[config.mk]
export PLATFORM = sky130hd
export DESIGN_NAME = json_string_unescape_utf8
export DESIGN_NICKNAME = d
export VERILOG_FILES = /design/src/rtl/jsu_pkg.sv /design/src/rtl/json_string_unescape_utf8.sv /design/src/rtl/jsu_front.sv /design/src/rtl/jsu_fifo.sv /design/src/rtl/jsu_back.sv
export SDC_FILE = /design/constraint.sdc
export NUM_CORES = 1
export LEC_CHECK = 0
export ABC_CLOCK_PERIOD_IN_PS = 6150
export BUFFER_PORTS_ARGS = -buffer_cell sky130_fd_sc_hd__buf_2
export CORE_UTILIZATION = 35
export CTS_BUF_LIST = sky130_fd_sc_hd__clkbuf_2
export CTS_CLUSTER_SIZE = 14
export DETAILED_ROUTE_END_ITERATION = 8
export PLACE_DENSITY = 0.46
export SYNTH_ARGS = -nofsm -noshare
export SYNTH_HDL_FRONTEND = slang
export SYNTH_SLANG_ARGS = --single-unit
[constraint.sdc]
create_clock -name clk_i -period 6.15 [get_ports clk_i]
set_input_delay 0.615 -clock clk_i [delete_from_list [all_inputs] [get_ports clk_i]]
set_output_delay 0.615 -clock clk_i [all_outputs]
set_load 0.02 [all_outputs]
[src/rtl/jsu_pkg.sv]
// Shared types and codes for the JSON string unescaper.
// Used by the front, queue, back and top-level modules; depends on nothing.
package jsu_pkg;

  localparam int QUEUE_DEPTH = 2;
  localparam int MAX_RESULTS = 6;

  typedef enum logic [2:0] {
    MODE_NORMAL   = 3'd0,
    MODE_ESCAPE   = 3'd1,
    MODE_HEX      = 3'd2,
    MODE_HELD     = 3'd3,
    MODE_HELD_BS  = 3'd4,
    MODE_PAIR_HEX = 3'd5
  } mode_e;

  typedef enum logic [1:0] {
    KIND_BYTE  = 2'd0,
    KIND_QUOTE = 2'd1,
    KIND_ERROR = 2'd2
  } kind_e;

  typedef enum logic [2:0] {
    ERR_UNTERM_STRING = 3'd0,
    ERR_UNTERM_ESCAPE = 3'd1,
    ERR_BAD_HEX       = 3'd2,
    ERR_BAD_LETTER    = 3'd3,
    ERR_CONTROL       = 3'd4
  } err_e;

  typedef struct packed {
    logic [7:0] data;
    kind_e      kind;
    err_e       err;
  } res_t;

  typedef struct packed {
    logic        cp0_vld;
    logic [20:0] cp0;
    logic        cp1_vld;
    logic [20:0] cp1;
    logic        tail_vld;
    res_t        tail;
  } job_t;

endpackage

[src/rtl/json_string_unescape_utf8.sv]
// Top level of the JSON string unescaper: front decoder, job queue, back expander.
// Depends on jsu_pkg, jsu_front, jsu_fifo and jsu_back.
//
// Feed the bytes that follow the opening quote of a JSON string, one per
// transfer, and a transfer with tuser set when the text ends. The block
// returns the decoded text as UTF-8 bytes, then one quote or error transfer
// that closes the string, after which it starts on a new string body. The
// input side takes one byte per clock while the job queue (QueueDepth jobs)
// has room. Each input byte yields zero to six output transfers, and the
// output side delivers one transfer per clock from a registered result
// buffer while m_axis_tready is high, so plain text flows at one byte per
// cycle when neither side stalls. tlast marks the last transfer caused by
// one input byte. No start-up delay after reset.
module json_string_unescape_utf8 #(
  parameter int QueueDepth = jsu_pkg::QUEUE_DEPTH
) (
  input  logic        clk_i,
  input  logic        rst_ni,
  input  logic        s_axis_tvalid,
  output logic        s_axis_tready,
  input  logic [7:0]  s_axis_tdata,   // [7:0] in_byte
  input  logic        s_axis_tuser,   // [0] end_of_input
  output logic        m_axis_tvalid,
  input  logic        m_axis_tready,
  output logic [15:0] m_axis_tdata,   // [7:0] out_byte, [10:8] error_code
  output logic [1:0]  m_axis_tuser,   // [1:0] kind
  output logic        m_axis_tlast
);

  logic          q_ready, q_valid, push, pop;
  jsu_pkg::job_t push_job, head_job;
  jsu_pkg::res_t res;

  jsu_front u_front (
    .clk_i          (clk_i),
    .rst_ni         (rst_ni),
    .in_valid_i     (s_axis_tvalid),
    .in_byte_i      (s_axis_tdata),
    .end_of_input_i (s_axis_tuser),
    .q_ready_i      (q_ready),
    .push_o         (push),
    .job_o          (push_job)
  );

  jsu_fifo #(
    .Depth (QueueDepth)
  ) u_fifo (
    .clk_i   (clk_i),
    .rst_ni  (rst_ni),
    .push_i  (push),
    .job_i   (push_job),
    .ready_o (q_ready),
    .pop_i   (pop),
    .valid_o (q_valid),
    .job_o   (head_job)
  );

  jsu_back u_back (
    .clk_i       (clk_i),
    .rst_ni      (rst_ni),
    .job_valid_i (q_valid),
    .job_i       (head_job),
    .pop_o       (pop),
    .out_valid_o (m_axis_tvalid),
    .out_ready_i (m_axis_tready),
    .out_res_o   (res),
    .out_last_o  (m_axis_tlast)
  );

  assign s_axis_tready = q_ready;
  assign m_axis_tdata  = {5'd0, res.err, res.data};
  assign m_axis_tuser  = res.kind;

endmodule

[src/rtl/jsu_front.sv]
// Front part of the unescaper: accepts body bytes and runs the escape decoder.
// Produces one job per item with results; depends on jsu_pkg.
module jsu_front (
  input  logic          clk_i,
  input  logic          rst_ni,
  input  logic          in_valid_i,
  input  logic [7:0]    in_byte_i,
  input  logic          end_of_input_i,
  input  logic          q_ready_i,
  output logic          push_o,
  output jsu_pkg::job_t job_o
);

  typedef struct packed {
    logic          vld;
    jsu_pkg::res_t res;
    logic          clear;
    logic          to_escape;
    logic          to_hex;
  } step_t;

  jsu_pkg::mode_e mode_q, mode_d;
  logic [11:0]    acc_q, acc_d;
  logic [1:0]     cnt_q, cnt_d;
  logic [9:0]     held_q, held_d;

  logic          accept;
  logic [4:0]    digit;
  logic [15:0]   full;
  logic [20:0]   held_cp;
  step_t         nb;
  step_t         eb;
  jsu_pkg::job_t job;

  function automatic logic [4:0] hex_value(input logic [7:0] b);
    logic [4:0] r;
    r = '0;
    if (b >= 8'h30 && b <= 8'h39) begin
      r = {1'b1, 4'(b - 8'h30)};
    end else if (b >= 8'h61 && b <= 8'h66) begin
      r = {1'b1, 4'(b - 8'h57)};
    end else if (b >= 8'h41 && b <= 8'h46) begin
      r = {1'b1, 4'(b - 8'h37)};
    end
    return r;
  endfunction

  function automatic step_t normal_step(input logic [7:0] b);
    step_t s;
    s = '0;
    s.res.kind = jsu_pkg::KIND_BYTE;
    s.res.err  = jsu_pkg::ERR_UNTERM_STRING;
    if (b == 8'h22) begin
      s.vld      = 1'b1;
      s.res.kind = jsu_pkg::KIND_QUOTE;
      s.clear    = 1'b1;
    end else if (b == 8'h5C) begin
      s.to_escape = 1'b1;
    end else if (b < 8'h20) begin
      s.vld      = 1'b1;
      s.res.kind = jsu_pkg::KIND_ERROR;
      s.res.err  = jsu_pkg::ERR_CONTROL;
      s.clear    = 1'b1;
    end else begin
      s.vld      = 1'b1;
      s.res.data = b;
    end
    return s;
  endfunction

  function automatic step_t escape_step(input logic [7:0] b);
    step_t s;
    s = '0;
    s.vld      = 1'b1;
    s.res.kind = jsu_pkg::KIND_BYTE;
    s.res.err  = jsu_pkg::ERR_UNTERM_STRING;
    unique case (b)
      8'h22, 8'h5C, 8'h2F: s.res.data = b;
      8'h62: s.res.data = 8'h08;
      8'h66: s.res.data = 8'h0C;
      8'h6E: s.res.data = 8'h0A;
      8'h72: s.res.data = 8'h0D;
      8'h74: s.res.data = 8'h09;
      8'h75: begin
        s.vld    = 1'b0;
        s.to_hex = 1'b1;
      end
      default: begin
        s.res.kind = jsu_pkg::KIND_ERROR;
        s.res.err  = jsu_pkg::ERR_BAD_LETTER;
        s.clear    = 1'b1;
      end
    endcase
    return s;
  endfunction

  assign accept  = in_valid_i && q_ready_i;
  assign digit   = hex_value(in_byte_i);
  assign full    = {acc_q, digit[3:0]};
  assign held_cp = {5'd0, 6'b110110, held_q};
  assign nb      = normal_step(in_byte_i);
  assign eb      = escape_step(in_byte_i);

  always_comb begin
    logic clear;
    logic is_high;
    logic is_low;
    clear   = 1'b0;
    is_high = (full[15:10] == 6'b110110);
    is_low  = (full[15:10] == 6'b110111);
    job     = '0;
    job.tail.kind = jsu_pkg::KIND_BYTE;
    job.tail.err  = jsu_pkg::ERR_UNTERM_STRING;
    mode_d = mode_q;
    acc_d  = acc_q;
    cnt_d  = cnt_q;
    held_d = held_q;

    unique case (mode_q)
      jsu_pkg::MODE_ESCAPE: begin
        if (end_of_input_i) begin
          job.tail_vld  = 1'b1;
          job.tail.kind = jsu_pkg::KIND_ERROR;
          job.tail.err  = jsu_pkg::ERR_UNTERM_ESCAPE;
          clear = 1'b1;
        end else if (eb.to_hex) begin
          mode_d = jsu_pkg::MODE_HEX;
          acc_d  = '0;
          cnt_d  = '0;
        end else begin
          job.tail_vld = 1'b1;
          job.tail     = eb.res;
          mode_d       = jsu_pkg::MODE_NORMAL;
          clear        = eb.clear;
        end
      end
      jsu_pkg::MODE_HEX: begin
        if (end_of_input_i || !digit[4]) begin
          job.tail_vld  = 1'b1;
          job.tail.kind = jsu_pkg::KIND_ERROR;
          job.tail.err  = jsu_pkg::ERR_BAD_HEX;
          clear = 1'b1;
        end else if (cnt_q == 2'd3) begin
          acc_d = '0;
          cnt_d = '0;
          if (is_high) begin
            held_d = full[9:0];
            mode_d = jsu_pkg::MODE_HELD;
          end else begin
            job.cp0_vld = 1'b1;
            job.cp0     = {5'd0, full};
            mode_d      = jsu_pkg::MODE_NORMAL;
          end
        end else begin
          acc_d = full[11:0];
          cnt_d = cnt_q + 2'd1;
        end
      end
      jsu_pkg::MODE_HELD: begin
        if (end_of_input_i) begin
          job.cp0_vld   = 1'b1;
          job.cp0       = held_cp;
          job.tail_vld  = 1'b1;
          job.tail.kind = jsu_pkg::KIND_ERROR;
          job.tail.err  = jsu_pkg::ERR_UNTERM_STRING;
          clear = 1'b1;
        end else if (nb.to_escape) begin
          mode_d = jsu_pkg::MODE_HELD_BS;
        end else begin
          job.cp0_vld  = 1'b1;
          job.cp0      = held_cp;
          job.tail_vld = nb.vld;
          job.tail     = nb.res;
          mode_d       = jsu_pkg::MODE_NORMAL;
          clear        = nb.clear;
        end
      end
      jsu_pkg::MODE_HELD_BS: begin
        if (end_of_input_i) begin
          job.cp0_vld   = 1'b1;
          job.cp0       = held_cp;
          job.tail_vld  = 1'b1;
          job.tail.kind = jsu_pkg::KIND_ERROR;
          job.tail.err  = jsu_pkg::ERR_UNTERM_ESCAPE;
          clear = 1'b1;
        end else if (eb.to_hex) begin
          mode_d = jsu_pkg::MODE_PAIR_HEX;
          acc_d  = '0;
          cnt_d  = '0;
        end else begin
          job.cp0_vld  = 1'b1;
          job.cp0      = held_cp;
          job.tail_vld = 1'b1;
          job.tail     = eb.res;
          mode_d       = jsu_pkg::MODE_NORMAL;
          clear        = eb.clear;
        end
      end
      jsu_pkg::MODE_PAIR_HEX: begin
        if (end_of_input_i || !digit[4]) begin
          job.cp0_vld   = 1'b1;
          job.cp0       = held_cp;
          job.tail_vld  = 1'b1;
          job.tail.kind = jsu_pkg::KIND_ERROR;
          job.tail.err  = jsu_pkg::ERR_BAD_HEX;
          clear = 1'b1;
        end else if (cnt_q == 2'd3) begin
          acc_d       = '0;
          cnt_d       = '0;
          job.cp0_vld = 1'b1;
          if (is_low) begin
            job.cp0 = 21'h10000 + {1'b0, held_q, full[9:0]};
            clear   = 1'b1;
          end else begin
            job.cp0 = held_cp;
            if (is_high) begin
              held_d = full[9:0];
              mode_d = jsu_pkg::MODE_HELD;
            end else begin
              job.cp1_vld = 1'b1;
              job.cp1     = {5'd0, full};
              mode_d      = jsu_pkg::MODE_NORMAL;
            end
          end
        end else begin
          acc_d = full[11:0];
          cnt_d = cnt_q + 2'd1;
        end
      end
      default: begin
        if (end_of_input_i) begin
          job.tail_vld  = 1'b1;
          job.tail.kind = jsu_pkg::KIND_ERROR;
          job.tail.err  = jsu_pkg::ERR_UNTERM_STRING;
          clear = 1'b1;
        end else if (nb.to_escape) begin
          mode_d = jsu_pkg::MODE_ESCAPE;
        end else begin
          job.tail_vld = nb.vld;
          job.tail     = nb.res;
          mode_d       = jsu_pkg::MODE_NORMAL;
          clear        = nb.clear;
        end
      end
    endcase

    if (clear) begin
      mode_d = jsu_pkg::MODE_NORMAL;
      acc_d  = '0;
      cnt_d  = '0;
      held_d = '0;
    end
  end

  always_ff @(posedge clk_i or negedge rst_ni) begin
    if (!rst_ni) begin
      mode_q <= jsu_pkg::MODE_NORMAL;
      acc_q  <= '0;
      cnt_q  <= '0;
      held_q <= '0;
    end else if (accept) begin
      mode_q <= mode_d;
      acc_q  <= acc_d;
      cnt_q  <= cnt_d;
      held_q <= held_d;
    end
  end

  assign push_o = accept && (job.cp0_vld || job.cp1_vld || job.tail_vld);
  assign job_o  = job;

endmodule

[src/rtl/jsu_fifo.sv]
// Short job queue between the front and back parts of the unescaper.
// Holds decoded jobs in registers; depends on jsu_pkg.
module jsu_fifo #(
  parameter int Depth = jsu_pkg::QUEUE_DEPTH
) (
  input  logic          clk_i,
  input  logic          rst_ni,
  input  logic          push_i,
  input  jsu_pkg::job_t job_i,
  output logic          ready_o,
  input  logic          pop_i,
  output logic          valid_o,
  output jsu_pkg::job_t job_o
);

  localparam int PtrW = (Depth > 1) ? $clog2(Depth) : 1;
  localparam int CntW = $clog2(Depth + 1);

  jsu_pkg::job_t       mem_q [Depth];
  logic [PtrW-1:0]     wr_q, rd_q;
  logic [CntW-1:0]     cnt_q;
  logic                do_push, do_pop;

  assign ready_o = (cnt_q != CntW'(Depth));
  assign valid_o = (cnt_q != '0);
  assign job_o   = mem_q[rd_q];
  assign do_push = push_i && ready_o;
  assign do_pop  = pop_i && valid_o;

  always_ff @(posedge clk_i) begin
    if (do_push) begin
      mem_q[wr_q] <= job_i;
    end
  end

  always_ff @(posedge clk_i or negedge rst_ni) begin
    if (!rst_ni) begin
      wr_q  <= '0;
      rd_q  <= '0;
      cnt_q <= '0;
    end else begin
      if (do_push) begin
        wr_q <= (wr_q == PtrW'(Depth - 1)) ? '0 : wr_q + PtrW'(1);
      end
      if (do_pop) begin
        rd_q <= (rd_q == PtrW'(Depth - 1)) ? '0 : rd_q + PtrW'(1);
      end
      if (do_push && !do_pop) begin
        cnt_q <= cnt_q + CntW'(1);
      end else if (do_pop && !do_push) begin
        cnt_q <= cnt_q - CntW'(1);
      end
    end
  end

endmodule

[src/rtl/jsu_back.sv]
// Back part of the unescaper: expands queued jobs into UTF-8 result transfers.
// Keeps a registered result buffer that drives the output; depends on jsu_pkg.
module jsu_back (
  input  logic          clk_i,
  input  logic          rst_ni,
  input  logic          job_valid_i,
  input  jsu_pkg::job_t job_i,
  output logic          pop_o,
  output logic          out_valid_o,
  input  logic          out_ready_i,
  output jsu_pkg::res_t out_res_o,
  output logic          out_last_o
);

  localparam int Slots = jsu_pkg::MAX_RESULTS;
  localparam int CntW  = $clog2(Slots + 1);

  typedef struct packed {
    logic [2:0]      len;
    logic [3:0][7:0] b;
  } enc_t;

  function automatic enc_t utf8_enc(input logic vld, input logic [20:0] cp);
    enc_t e;
    e = '0;
    if (!vld) begin
      e.len = 3'd0;
    end else if (cp[20:7] == '0) begin
      e.len  = 3'd1;
      e.b[0] = cp[7:0];
    end else if (cp[20:11] == '0) begin
      e.len  = 3'd2;
      e.b[0] = {3'b110, cp[10:6]};
      e.b[1] = {2'b10, cp[5:0]};
    end else if (cp[20:16] == '0) begin
      e.len  = 3'd3;
      e.b[0] = {4'b1110, cp[15:12]};
      e.b[1] = {2'b10, cp[11:6]};
      e.b[2] = {2'b10, cp[5:0]};
    end else begin
      e.len  = 3'd4;
      e.b[0] = {5'b11110, cp[20:18]};
      e.b[1] = {2'b10, cp[17:12]};
      e.b[2] = {2'b10, cp[11:6]};
      e.b[3] = {2'b10, cp[5:0]};
    end
    return e;
  endfunction

  jsu_pkg::res_t   buf_q [Slots];
  logic [CntW-1:0] cnt_q;
  jsu_pkg::res_t   exp_res [Slots];
  logic [CntW-1:0] exp_cnt;
  enc_t            e0, e1;
  logic            take, done, load;

  assign e0 = utf8_enc(job_i.cp0_vld, job_i.cp0);
  assign e1 = utf8_enc(job_i.cp1_vld, job_i.cp1);
  assign exp_cnt = CntW'(e0.len) + CntW'(e1.len) + CntW'(job_i.tail_vld);

  always_comb begin
    logic [2:0] k3;
    logic [2:0] idx1;
    for (int k = 0; k < Slots; k++) begin
      k3   = 3'(k);
      idx1 = k3 - e0.len;
      exp_res[k].kind = jsu_pkg::KIND_BYTE;
      exp_res[k].err  = jsu_pkg::ERR_UNTERM_STRING;
      if (k3 < e0.len) begin
        exp_res[k].data = e0.b[k3[1:0]];
      end else if (idx1 < e1.len) begin
        exp_res[k].data = e1.b[idx1[1:0]];
      end else begin
        exp_res[k] = job_i.tail;
      end
    end
  end

  assign out_valid_o = (cnt_q != '0);
  assign out_res_o   = buf_q[0];
  assign out_last_o  = (cnt_q == CntW'(1));
  assign take        = out_valid_o && out_ready_i;
  assign done        = take && out_last_o;
  assign load        = job_valid_i && (!out_valid_o || done);
  assign pop_o       = load;

  always_ff @(posedge clk_i) begin
    if (load) begin
      buf_q <= exp_res;
    end else if (take) begin
      for (int i = 0; i < Slots - 1; i++) begin
        buf_q[i] <= buf_q[i+1];
      end
    end
  end

  always_ff @(posedge clk_i or negedge rst_ni) begin
    if (!rst_ni) begin
      cnt_q <= '0;
    end else if (load) begin
      cnt_q <= exp_cnt;
    end else if (take) begin
      cnt_q <= cnt_q - CntW'(1);
    end
  end

endmodule

# After elaboration in Yosys (flattened, before gate mapping)
# Memories as Yosys holds them, arrays and structs flattened.
# Index checks and enable logic that the tools add are counted.
# word_totals
reg_bits	112
latch_bits	0
ramBits	116
romBits	0
input_bits	13
out_inout_bits	21
wordCells	294
memories	1
# op_classes
n_addsub	18
multipliers	0
n_div	0
n_lt_le_gt_ge	25
n_eq_ne	31
n_shift	0
muxes	153
bitwise	0
reduce_logical	40
# mem_list
memory	depth	width	read_ports	rd_ports_with_merged_regs	wr	line	rtl
u_fifo.mem_q	2	58	1	0	1	jsu_fifo.sv:19	jsu_pkg::job_t mem_q [Depth];
# op_table
op	count
2-to-1 mux 22 bit	13
2-to-1 mux 8 bit	26
2-to-1 mux 65 bit	2
binary-select mux 8 bit (select 2 bit)	6
one-hot mux 22 bit (4 select lines)	1
2-to-1 mux 5 bit	16
2-to-1 mux 10 bit	7
2-to-1 mux 3 bit	23
2-to-1 mux 16 bit	4
2-to-1 mux 32 bit	2
2-to-1 mux 12 bit	5
== test 8 x 7 -> 1 bit (second input constant)	7
2-to-1 mux 24 bit	2
one-hot mux 8 bit (6 select lines)	1
2-to-1 mux 44 bit	1
zero test 14 bit	2
2-to-1 mux 14 bit	2
one-hot mux 12 bit (2 select lines)	1
adder 17 x 20 -> 21 bit (first input constant)	1
2-to-1 mux 21 bit	1
zero test 10 bit	2
2-to-1 mux 1 bit	20
2-to-1 mux 2 bit	10
one-hot mux 10 bit (2 select lines)	1
52 further kinds	111

# Depth between registers and ports, before layout
# Gate-level depths: netlist of the first run.
# logic_depth
depth_word	18
mapped_depth	16

# Modules after synthesis
# Synthesis of the first run repeated with hierarchy kept, for this count alone.
# unflattened
hier_cells	1213
hier_area_um2	12995.0
# modules_own_cells
module	n_inst	cells_per_inst	area_per_inst_um2
jsu_back	1	709	6022.0
jsu_fifo	1	199	4425.5
jsu_front	1	299	2506.2
json_string_unescape_utf8	1	6	41.3

# Least setup slack after synthesis of the first run
# No wires, ideal clock.
# synth_path
path_kind	input port to flip-flop
start	in s_axis_tdata[0]
end	mem u_fifo.mem_q[0][0] in the netlist's numbering, enable pin
setup_time_ns	0.464
arrival_ns	4.542
t_required_ns	5.686
slack_ns	1.144
stages	9
path_buffers	0
cell_sequence	inv_1 -> ha_1 -> nor3b_1 -> or4_4 -> a21oi_4 -> and4_1 -> or3_4 -> o21ai_4 -> nor2_1
# synth_rtl
element	line	rtl
start, declared	json_string_unescape_utf8.sv:21	input logic [7:0] s_axis_tdata,
end, declared	jsu_fifo.sv:19	

# Worst setup path in the final report of the first run
# layout_path
start	reg u_fifo.rd_q
end	reg u_back.buf_q[45] in the netlist's numbering, data pin
# layout_via
elab_chain_len	12
elab_cells_between_ends	34
classes_between	add/sub: 1; order compare: 2; mux: 24; reduce/logical: 6; memory: 1
# layout_lines
element	line	rtl
start, declared	jsu_fifo.sv:20	logic [PtrW-1:0] wr_q, rd_q;
start signal, assigned	jsu_fifo.sv:46	rd_q <= (rd_q == PtrW'(Depth - 1)) ? '0 : rd_q + PtrW'(1);
memory read (2 x 58 bit) (*)	-	
zero test 5 bit	jsu_back.sv:35	end else if (cp[20:16] == '0) begin
2-to-1 mux 3 bit	jsu_back.sv:35	
2-to-1 mux 3 bit	jsu_back.sv:31	end else if (cp[20:11] == '0) begin
2-to-1 mux 3 bit	jsu_back.sv:28	end else if (cp[20:7] == '0) begin
2-to-1 mux 3 bit	jsu_back.sv:26	if (!vld) begin
subtractor 2 x 3 -> 3 bit	jsu_back.sv:66	idx1 = k3 - e0.len;
binary-select mux 8 bit (select 2 bit)	jsu_back.sv:72	exp_res[k].data = e1.b[idx1[1:0]];
2-to-1 mux 8 bit (not written as such)	jsu_back.sv:72	
2-to-1 mux 8 bit	jsu_back.sv:71	end else if (idx1 < e1.len) begin
2-to-1 mux 8 bit (*)	jsu_back.sv:69	if (k3 < e0.len) begin
2-to-1 mux 65 bit (*)	jsu_back.sv:88	if (load) begin
end signal, assigned	jsu_back.sv:89	buf_q <= exp_res;
end signal, assigned by index	jsu_back.sv:92	buf_q[i] <= buf_q[i+1];
end, declared	jsu_back.sv:50	jsu_pkg::res_t buf_q [Slots];
# Mark *: on every way between the ends. The rest lies on a longest branch, timed or not. The select of a mux whose other input is x is not followed.
# A chain may end at the register's enable or synchronous reset.

==> metrics.csv, run 1 <==
metric;value;unit
status;finished, final reports clean;
cts_root_buffer;clkbuf_2;
wl_per_cell;22.2;um
r2r_end;u_back.buf_q[45]$_DFFE_PP_;
arrival;5.23;ns
rrSetupSlack;1.58;ns
wl_met3;2090;um
coreArea;33900;um2
whs_path_depth;3;
whs_endpoint;u_fifo.mem_q[0][10]$_DFFE_PP_;
ys_seq_area_share;52.4;%
ant_nets;0;
clock_path_buffers;3;
start_util;35.9;%
cts_buffers;58;
met2_length;16800;um
place_area;12700;um2
crit_path_max_fanout;47;
synth-edff-count;184;
port_buffers;28;
synth_common_cells;edfxtp_1 (184), nand2_1 (125), o21ai_0 (97), nor2_1 (85), mux2i_1 (51);
reg2regPathDepth;11;
top_layer;met5;
worstSkewPairLatency;0.91;ns
slew_headroom;21.2;%
nets;1210;
worst_pin_slew;1.17;ns
hp-class;in2reg;
peakVddDrop;0.398;mV
hp-start;s_axis_tdata[5];
r2r-start;u_fifo.rd_q$_DFFE_PN0P_;
post-cts-setup-buffer-count;0;
worst_slack;1.58;ns
die_y;188;um
clkTransAtPathRegs;0.12;ns
first_iter_violations;834;
antenna_found_initial;2;
yosysUniqueCellTypes;82;
drv_slew;0;
period_needed;4.57;ns
synth-seq-cells;218;
drive_above_1_share;15.6;%
drv_cap;0;
gp_congestion;0.945;
cts_sinks;218;
synth_most_common_cell;edfxtp_1;
route.vias.total;9383;
max_stage_delay;0.87;ns
routed_wl;37000;um
leakagePower;0.00492;uW
synthCells;1132;
grt_pass1_wl;56400;um
power_per_cell_area;486;nW/um2
synth_top_area_share;45.4;%
hold_viol_final;0;
synthTopCellsByArea;edfxtp_1 (45%), dfrtp_1 (7.0%), mux2i_1 (4.2%);
tns;0;ns
htree_num_levels;2;
final.fill_count;3411;
crit_chain;mux2i_1 -> and4_1 -> o211ai_4 -> ha_1 -> inv_1 -> ha_1 -> a211oi_2 -> buf_4 -> o21ai_0 -> a21oi_1 -> o21ai_0;
grt.total_usage;21.0;%
timing.clock.skew;0.0614;ns
fmax;219;MHz
start_kind;flop;
pre_cts_ws;1.60;ns
firstDrtPassIters;7;
die_w;188;um
synth_top_flop_cell;edfxtp_1;
synthesis.area;12200;um2
grt_overflow;0;
dieArea;35500;um2
cpMaxStageDelayCell;dfrtp_4;
pin_count;34;
finalInstanceArea;13200;um2
viasPerCell;5.64;
synth_area_leader_cell;edfxtp_1;
syn2layout_area_growth;8.64;%
async_flop_share;15.6;%
drcViolationCount;0;
worstPathRequired;6.81;ns
rsz0062_at_grt;no;
syn_avg_cell_area;10.7;um2
path_class;reg2reg;
m1WireLength;17300;um
grt_max_degree;66;
cp-end-kind;flop;
synth_warnings;0;
grt_pass1_vias;9121;
cts_tree;yes;
place_hpwl;26700;um
setup_violations;0;
post-route-period-util;74.3;%
finalHoldWorstSlack;0.152;ns
finalPower;6420;uW
rows;67;
==> cells by family after synthesis <==
kind of cell,count (synthesis),synth area share [%]
other,1,0.0308
buffers and inverters,111,4.16
AO/OA/AOI/OAI,334,19.1
XOR/XNOR,10,0.720
AND/OR/NAND/NOR,354,14.1
adder cells (fa/ha/maj),25,2.70
multiplexers,79,6.82
flip-flops,218,52.4
==> cell type report <==
class                   count  area, um2  share of cell area, %
flip-flops and latches    218       6380                   48.3
repair buffers             48        295                   2.24
well taps                 448        561                   4.24
diodes                      1       2.50                 0.0189
multi-input cells         807       5320                   40.3
clock inverters            22        101                  0.767
clock buffers              81        405                   3.07
inverters                  39        146                   1.11
==> sequential cells by signal, indices dropped and copies added (netlist names) <==
signal and cells:
u_fifo.mem_q 106, u_back.buf_q 65, u_back.out_res_o 13, u_front.acc_q 12, u_front.held_q 10, u_back.cnt_q 3
u_front.mode_q 3, u_fifo.cnt_q 2, u_front.cnt_q 2, u_fifo.rd_q 1, u_fifo.wr_q 1
==> where the power goes <==
group          switching (uW)  internal [uW]
clock                     614            364
sequential                225           2310
combinational            2020            892
total                    2860           3560
==> worst max-delay path, delay by kind of cell (launching register included) <==
| family | cells | cell delay, ns |
|---|---|---|
| AO/OA/AOI/OAI | 5 | 0.98 |
| AND/OR/NAND/NOR | 1 | 0.39 |
| buffers and inverters | 2 | 0.54 |
| multiplexers | 1 | 0.45 |
| adder cells (fa/ha/maj) | 2 | 1.09 |
| flip-flops | 1 | 0.87 |
==> routing by layer <==
metal	vias up	track usage, %
met2	333	32.7
met5	-	0
met1	4574	29.8
li1	4419	-
met4	2	6.14
met3	55	3.46
==> placed cells by master (no fill, tap or decap), types with 7 or more instances in the layout <==
| cell | count |
|---|---|
| o22ai_1 | 11 |
| a22oi_1 | 12 |
| o211ai_1 | 7 |
| clkbuf_2 | 81 |
| a21oi_1 | 48 |
| buf_4 | 18 |
| nor4_1 | 11 |
| mux2i_1 | 51 |
| nand2_1 | 125 |
| a32oi_1 | 10 |
| o31ai_1 | 11 |
| edfxtp_1 | 184 |
| and2_1 | 17 |
| nor2_1 | 83 |
| inv_1 | 37 |
| clkinv_1 | 15 |
| nand3_1 | 23 |
| a22o_1 | 31 |
| nor2b_1 | 9 |
| o21a_1 | 8 |
| nor3_1 | 25 |
| o21ai_0 | 97 |
| buf_2 | 28 |
| o221ai_1 | 9 |
| ha_1 | 23 |
| a211oi_1 | 10 |
| nand4_1 | 7 |
| mux2_2 | 27 |
| a31oi_1 | 11 |
| nand2b_1 | 10 |
| a221oi_1 | 9 |
| dfrtp_1 | 33 |
| nor3b_1 | 9 |
==> stage by stage <==
| stage | util, % | cells |
|---|---|---|
| 2_1_floorplan | - | 1136 |
| 3_3_place_gp | 37.4 | 1558 |
| 3_5_place_dp | 37.4 | 1558 |
| 4_1_cts | 39.0 | 1663 |
| 5_1_grt | 39.0 | 1664 |
| 6_report | 39.0 | 1664 |
==> worst max path at each step <==
stage | startpoint | endpoint | slack (ns)
final | u_fifo.rd_q$_DFFE_PN0P_ | u_back.buf_q[45]$_DFFE_PP_ | 1.58
after global routing | u_fifo.rd_q$_DFFE_PN0P_ | u_back.buf_q[51]$_DFFE_PP_ | 1.19
after CTS | u_fifo.rd_q$_DFFE_PN0P_ | u_back.buf_q[51]$_DFFE_PP_ | 1.60
after detailed placement | u_fifo.rd_q$_DFFE_PN0P_ | u_back.buf_q[45]$_DFFE_PP_ | 1.60
after global placement | u_fifo.rd_q$_DFFE_PN0P_ | u_back.buf_q[51]$_DFFE_PP_ | 1.66
after floorplan | s_axis_tdata[0] | u_fifo.mem_q[0][0]$_DFFE_PP_ | 1.14
==> timing repair <==
| action | 4_1_cts | 5_1_grt |
|---|---|---|
| resized for setup | 0 | 0 |
| hold buffers | 2 | 0 |
| endpoints found under the hold margin | 35 | 0 |
No activity file was read; power rests on OpenSTA's default activity.
==> inputs of run 2 (changes only) <==
Settings changed: ABC_AREA from default to 1, ABC_CLOCK_PERIOD_IN_PS 6150 to 4600.
Clock period 6.15 ns to 4.6 ns, I/O delays scaled along.
==> metrics.csv, run 2 <==
metric;value;unit;change
drv_slew;0;;unchanged
top_usage_layer;met2;;
crit_chain;inv_2 -> buf_4 -> nand2_1 -> nand2_1 -> nand3_1 -> nor2_4 -> nand2_2 -> nand2_4 -> ha_1 -> nor2_1 -> nor3_1 -> inv_1 -> nand2_1 -> o21ai_0 -> nor2_1 -> a21oi_1;;
die_y;194;um;+2.9%
synth_warnings;0;;unchanged
place_hpwl;28800;um;+7.9%
grt_pass1_vias;10600;;+16%
largest_reg_flops;106;;unchanged
synth_top_flop_cell;edfxtp_1;;
cp-end-kind;flop;;
met2_usage;34.2;%;+1.5 points
ant_nets;0;;unchanged
synth-seq-cells;218;;unchanged
coreArea;35900;um2;+6.0%
first_iter_violations;693;;-17%
gp_congestion;0.941;;-0.42%
grt_use_met3;3.55;%;+0.084 points
grt_max_degree;72;;+9.1%
worstPathRequired;5.29;ns;-1.52 ns
synth_area_leader_cell;edfxtp_1;;
hold_viol_final;0;;unchanged
synthCells;1540;;+36%
synth_most_common_cell;nand2_1;;
antenna_found_initial;1;;-1
slew_headroom;14.5;%;-6.7 points
layout_commonest_cell;nand2_1;;
reg2regPathDepth;16;;+5
top_register;u_fifo.mem_q;;
worstSkewPairLatency;0.97;ns;+0.06 ns
grt_overflow;0;;unchanged
r2r-start;u_fifo.rd_q$_DFFE_PN0P_;;
rsz0062_at_grt;no;;
dp_cells;1995;;+28%
worst_pin_slew;1.27;ns;+0.0943 ns
pin_count;34;;unchanged
grt_pass1_wl;61800;um;+9.6%
drv_cap;0;;unchanged
synth_top_area_share;42.9;%;-2.5 points
htree_num_levels;2;;unchanged
async_flop_share;15.6;%;unchanged
route.vias.total;10800;;+15%
max_stage_delay;0.44;ns;-0.43 ns
status;finished, final reports clean;;
cts_tree;yes;;
clock_path_buffers;3;;unchanged
arrival;4.51;ns;-0.72 ns
start_kind;flop;;
clkTransAtPathRegs;0.12;ns;about the same
synthesis.area;12900;um2;+5.8%
grt.total_usage;21.3;%;+0.35 points
post-cts-setup-buffer-count;0;;unchanged
leakagePower;0.00616;uW;+25%
critical-path-top-delay-family;simple AND/OR/NAND/NOR gates;;
r2r_end;u_back.buf_q[57]$_DFFE_PP_;;
dieArea;37500;um2;+5.8%
ys_seq_area_share;49.5;%;-2.9 points
hp-class;in2async;;
synth_common_cells;nand2_1 (412), edfxtp_1 (184), inv_1 (170), nor2_1 (129), nand3_1 (126);;
pre_cts_ws;0.524;ns;-1.08 ns
power_per_cell_area;676;nW/um2;+39%
timing.clock.skew;0.0748;ns;+0.0134 ns
crit_buf_inv;3;;+1
cts_buffers;60;;+3.4%
die_w;194;um;+2.9%
peakVddDrop;0.493;mV;+24%
tns;0;ns;unchanged
cts_sinks;218;;unchanged
cpMostUsedCell;nand2_1;;
synth-edff-count;184;;unchanged
crit_path_max_fanout;21;;-55%
cts_root_buffer;clkbuf_2;;
firstDrtPassIters;5;;-2
finalPower;9570;uW;+49%
nets;1646;;+36%
worst_slack;0.778;ns;-0.805 ns
synthTopCellsByArea;edfxtp_1 (43%), nand2_1 (12%), dfrtp_1 (6.6%);;
grtUsageMet1;29.0;%;-0.87 points
mostFrequentLayoutCells;nand2_1 (410), edfxtp_1 (184), inv_1 (169);;
rows;69;;+3.0%
drive_above_1_share;13.4;%;-2.3 points
rrSetupSlack;0.78;ns;-0.80 ns
wl_per_cell;18.6;um;-16%
yosysUniqueCellTypes;49;;-40%
syn2layout_area_growth;9.99;%;
drcViolationCount;0;;unchanged
cpMaxStageDelayCell;dfrtp_2;;
finalHoldWorstSlack;0.149;ns;-0.00304 ns
path_class;reg2reg;;
routed_wl;39400;um;+6.8%
fmax;262;MHz;+19%
period_needed;3.82;ns;-0.745 ns
start_util;35.8;%;-0.068 points
layout.cells.non_filler;2122;;+28%
syn_avg_cell_area;8.36;um2;-22%
port_buffers;28;;unchanged
setup_violations;0;;unchanged
viasPerCell;5.08;;-9.8%
post-route-period-util;83.1;%;+8.8 points
## run 2: changes by cell type after synthesis, moves of 31 or more
cell	previous run	this run
a22o_1	31	0
inv_1	38	170
mux2i_1	51	9
nand2_1	125	412
nand3_1	23	126
nor2_1	85	129
## run 2: how the worst max path moves through the flow
| stage | start | endpoint | slack [ns] | cells past startpoint |
|---|---|---|---|---|
| 6_report | u_fifo.rd_q$_DFFE_PN0P_ | u_back.buf_q[57]$_DFFE_PP_ | 0.78 | 16 |
| 5_1_grt | u_fifo.rd_q$_DFFE_PN0P_ | u_back.buf_q[57]$_DFFE_PP_ | 0.40 | 16 |
| 4_1_cts | u_fifo.rd_q$_DFFE_PN0P_ | u_back.buf_q[57]$_DFFE_PP_ | 0.73 | 16 |
| 3_5_place_dp | s_axis_tdata[0] | u_fifo.mem_q[0][27]$_DFFE_PP_ | 0.52 | 16 |
| 3_3_place_gp | s_axis_tdata[0] | u_fifo.mem_q[0][27]$_DFFE_PP_ | 0.50 | 16 |
| 2_1_floorplan | s_axis_tdata[0] | u_fifo.mem_q[1][0]$_DFFE_PP_ | 0.78 | 12 |
## run 2: cell type report
type | count | area (um2)
Antenna cell | 2 | 5.00
Clock buffer | 82 | 410
Clock inverter | 31 | 155
Fill cell | 3795 | 21800
Inverter | 181 | 679
Multi-Input combinational cell | 1066 | 5360
Sequential cell | 218 | 6380
Tap cell | 461 | 577
Timing Repair Buffer | 81 | 593
## run 2: stage by stage
| step | utilization (%) | instance area, um2 |
|---|---|---|
| after floorplan | - | 12900 |
| after global placement | 37.5 | 13500 |
| after detailed placement | 37.5 | 13500 |
| after CTS | 39.4 | 14200 |
| after global routing | 39.4 | 14200 |
| final | 39.4 | 14200 |
## run 2: routing by layer
metal | share of wire [%] | vias to the layer above
met5 | 0 | -
met4 | 2.6 | 0
met3 | 4.6 | 64
met2 | 46 | 304
met1 | 47 | 5074
li1 | - | 5346
## run 2: what timing repair did
| action | in CTS | in global routing |
|---|---|---|
| hold endpoints to repair | 58 | 0 |
| hold buffers | 12 | 0 |
| gates resized for setup | 0 | 0 |
| setup endpoints to repair | 0 | 0 |
## run 2: worst reg2reg max path, cell delays in order (launching register included)
cell and delay, ns:
dfrtp_2 0.44, inv_2 0.31, buf_4 0.23, nand2_1 0.05
nand2_1 0.19, nand3_1 0.16, nor2_4 0.36, nand2_2 0.15
nand2_4 0.21, ha_1 0.19, nor2_1 0.06, nor3_1 0.22
inv_1 0.11, nand2_1 0.43, o21ai_0 0.15, nor2_1 0.23
a21oi_1 0.10
## run 2: kinds of logic after synthesis
kind of cell	Yosys count	synth area share, %
compound gates	250	11.1
other cells	1	0.0291
buf+inv	260	9.07
fa+ha+maj	25	2.55
simple gates	769	26.4
flops	218	49.5
mux	9	0.700
xor+xnor	8	0.603
## run 2: report_power, final
part	switching (uW)	leakage (uW)	internal, uW	total [uW]
sequential	173	0.00222	3080	3260
clock	879	0.000417	553	1430
combinational	3480	0.00352	1400	4880
==> inputs of run 3 (changes only) <==
Settings changed: ABC_AREA 1 to 0, ABC_CLOCK_PERIOD_IN_PS 4600 to 3100, PLACE_DENSITY 0.46 to 0.48.
Clock period 4.6 ns to 3.1 ns, I/O delays scaled along.
==> metrics.csv, run 3 (synthesized netlist as in run 1, its figures left out) <==
metric;value;unit;change
cts_sinks;218;;unchanged
largest_reg_flops;106;;unchanged
slew_headroom;41.3;%;+27 points
nets;1450;;-12%
grt_pass1_wl;62200;um;+0.56%
hold_viol_final;0;;unchanged
cts_tree;yes;;
antenna_found_initial;1;;unchanged
grt_pass1_vias;10300;;-2.7%
htree_num_levels;2;;unchanged
die_w;188;um;-2.8%
cp-end-kind;flop;;
critPathCapture;u_back.buf_q[51]$_DFFE_PP_;;
drv_slew;0;;unchanged
place_hpwl;30300;um;+5.3%
worstSkewPairLatency;0.89;ns;-0.08 ns
setup_violations;30;;+30
dieArea;35500;um2;-5.5%
hp-start;m_axis_tready;;
mostFrequentLayoutCells;buf_4 (217), edfxtp_1 (184), nand2_1 (117);;
top_register;u_fifo.mem_q;;
fmax;305;MHz;+16%
timing.clock.skew;0.0330;ns;-0.0417 ns
grt.total_usage;22.9;%;+1.6 points
path_class;reg2reg;;
die_y;188;um;-2.8%
reg2regPathDepth;13;;-3
firstDrtPassIters;5;;unchanged
crit_path_max_fanout;4;;-81%
status;complete, but fails checks;;
start_util;35.9;%;+0.068 points
worst_pin_slew;0.869;ns;-0.400 ns
utilization;47.4;%;+8.0 points
ant_nets;0;;unchanged
dp_cells;1745;;-13%
peakVddDrop;0.378;mV;-23%
coreArea;33900;um2;-5.7%
power_per_cell_area;990;nW/um2;+46%
start_kind;flop;;
gp_congestion;0.912;;-3.0%
wl_per_cell;21.5;um;+16%
clkTransAtPathRegs;0.09;ns;-0.03 ns
viasPerCell;5.48;;+7.8%
cts_buffers;59;;-1.7%
leakagePower;0.00635;uW;+3.2%
grt_max_degree;49;;-32%
drive_above_1_share;36.4;%;+23 points
cp-startpoint;u_fifo.mem_q[0][48]$_DFFE_PP_;;
arrival;3.90;ns;-0.61 ns
first_iter_violations;848;;+22%
rows;67;;-2.9%
failed_checks;setup timing;;
tns;-2.36;ns;-2.36 ns
rrSetupSlack;-0.18;ns;-0.96 ns
r2r_end;u_back.buf_q[51]$_DFFE_PP_;;
rsz0062_at_grt;yes;;
period_needed;3.28;ns;-0.539 ns
pin_count;34;;unchanged
drcViolationCount;0;;unchanged
clock_path_buffers;3;;unchanged
layout_commonest_cell;buf_4;;
layout.cells.non_filler;1907;;-10%
cts_root_buffer;clkbuf_2;;
drv_cap;0;;unchanged
worst_slack;-0.183;ns;-0.961 ns
worstPathRequired;3.72;ns;-1.57 ns
route.vias.total;10500;;-3.1%
port_buffers;28;;unchanged
syn2layout_area_growth;32.1;%;
post-route-period-util;106;%;+23 points
r2r-start;u_fifo.mem_q[0][48]$_DFFE_PP_;;
hp-class;in2reg;;
grt_overflow;0;;unchanged
routed_wl;41000;um;+3.9%
==> run 3: changes by cell type in the layout (fill, tap and decap cells not counted), moves of 24 or more <==
cell / delta
nor2_1: -55
mux2i_1: +40
o21ai_0: -39
a21oi_1: -27
nand3_1: -106
buf_4: +178
nand4_1: -24
inv_1: -141
a22o_1: +31
mux2_2: +26
nand2_1: -293
==> run 3: worst max-delay path, cell delays in order, from the launching register on <==
cell      delay, ns
edfxtp_1       0.40
or4_4          0.56
o32a_4         0.35
o211ai_1       0.18
buf_4          0.17
ha_4           0.23
inv_4          0.07
ha_4           0.19
a211oi_4       0.27
buf_6          0.16
buf_12         0.10
nor3_4         0.04
a221oi_2       0.24
nand2_1        0.07
==> run 3: worst min path at each step <==
stage	endpoint	slack [ns]	depth (start not counted)
after global routing	u_back.cnt_q[2]$_DFFE_PN0P_	0.21	5
after CTS	u_back.cnt_q[2]$_DFFE_PN0P_	0.19	5
after detailed placement	u_front.mode_q[0]$_DFFE_PN0P_	0.46	1
final	u_back.cnt_q[2]$_DFFE_PN0P_	0.30	5
after global placement	u_front.mode_q[0]$_DFFE_PN0P_	0.45	1
after floorplan	u_back.cnt_q[0]$_DFFE_PN0P_	0.01	0
==> run 3: metrics by stage <==
| step | hold slack (ns) | cell area (um2) | setup slack, ns | power (uW) |
|---|---|---|---|---|
| floorplan | 0.0144 | 12400 | -0.400 | 9100 |
| global placement | 0.454 | 14300 | -0.369 | 12200 |
| detailed placement | 0.460 | 14300 | -0.346 | 12200 |
| CTS | 0.192 | 15500 | -0.251 | 15200 |
| global route | 0.211 | 16100 | -0.322 | 16800 |
| finish | 0.299 | 16100 | -0.183 | 15900 |
==> run 3: layout make-up <==
| type | count | area, um2 |
|---|---|---|
| fillers | 3224 | 17800 |
| flip-flops and latches | 218 | 6380 |
| multi-input cells | 808 | 6020 |
| repair buffers | 286 | 2320 |
| well taps | 448 | 561 |
| clock buffers | 88 | 440 |
| inverters | 39 | 183 |
| clock inverters | 19 | 161 |
| diodes | 1 | 2.50 |
==> run 3: where the power goes <==
part,switching [uW],internal (uW)
combinational,5070,3620
clock,1240,1020
sequential,383,4560
==> run 3: metal layers <==
layer	vias up	routed length [um]	GRT usage, %
met1	5113	18700	31.5
met4	0	1310	8.87
met2	323	19000	36.3
met3	91	1950	3.61
met5	-	0	0
li1	4926	-	-
==> run 3: timing repair <==
item	CTS	global route
hold endpoints to repair	78	0
setup endpoints to repair	69	73
buffers inserted	16	25
pin swaps	22	31
cloned	1	1
gates resized for setup	82	95
hold buffers	15	0
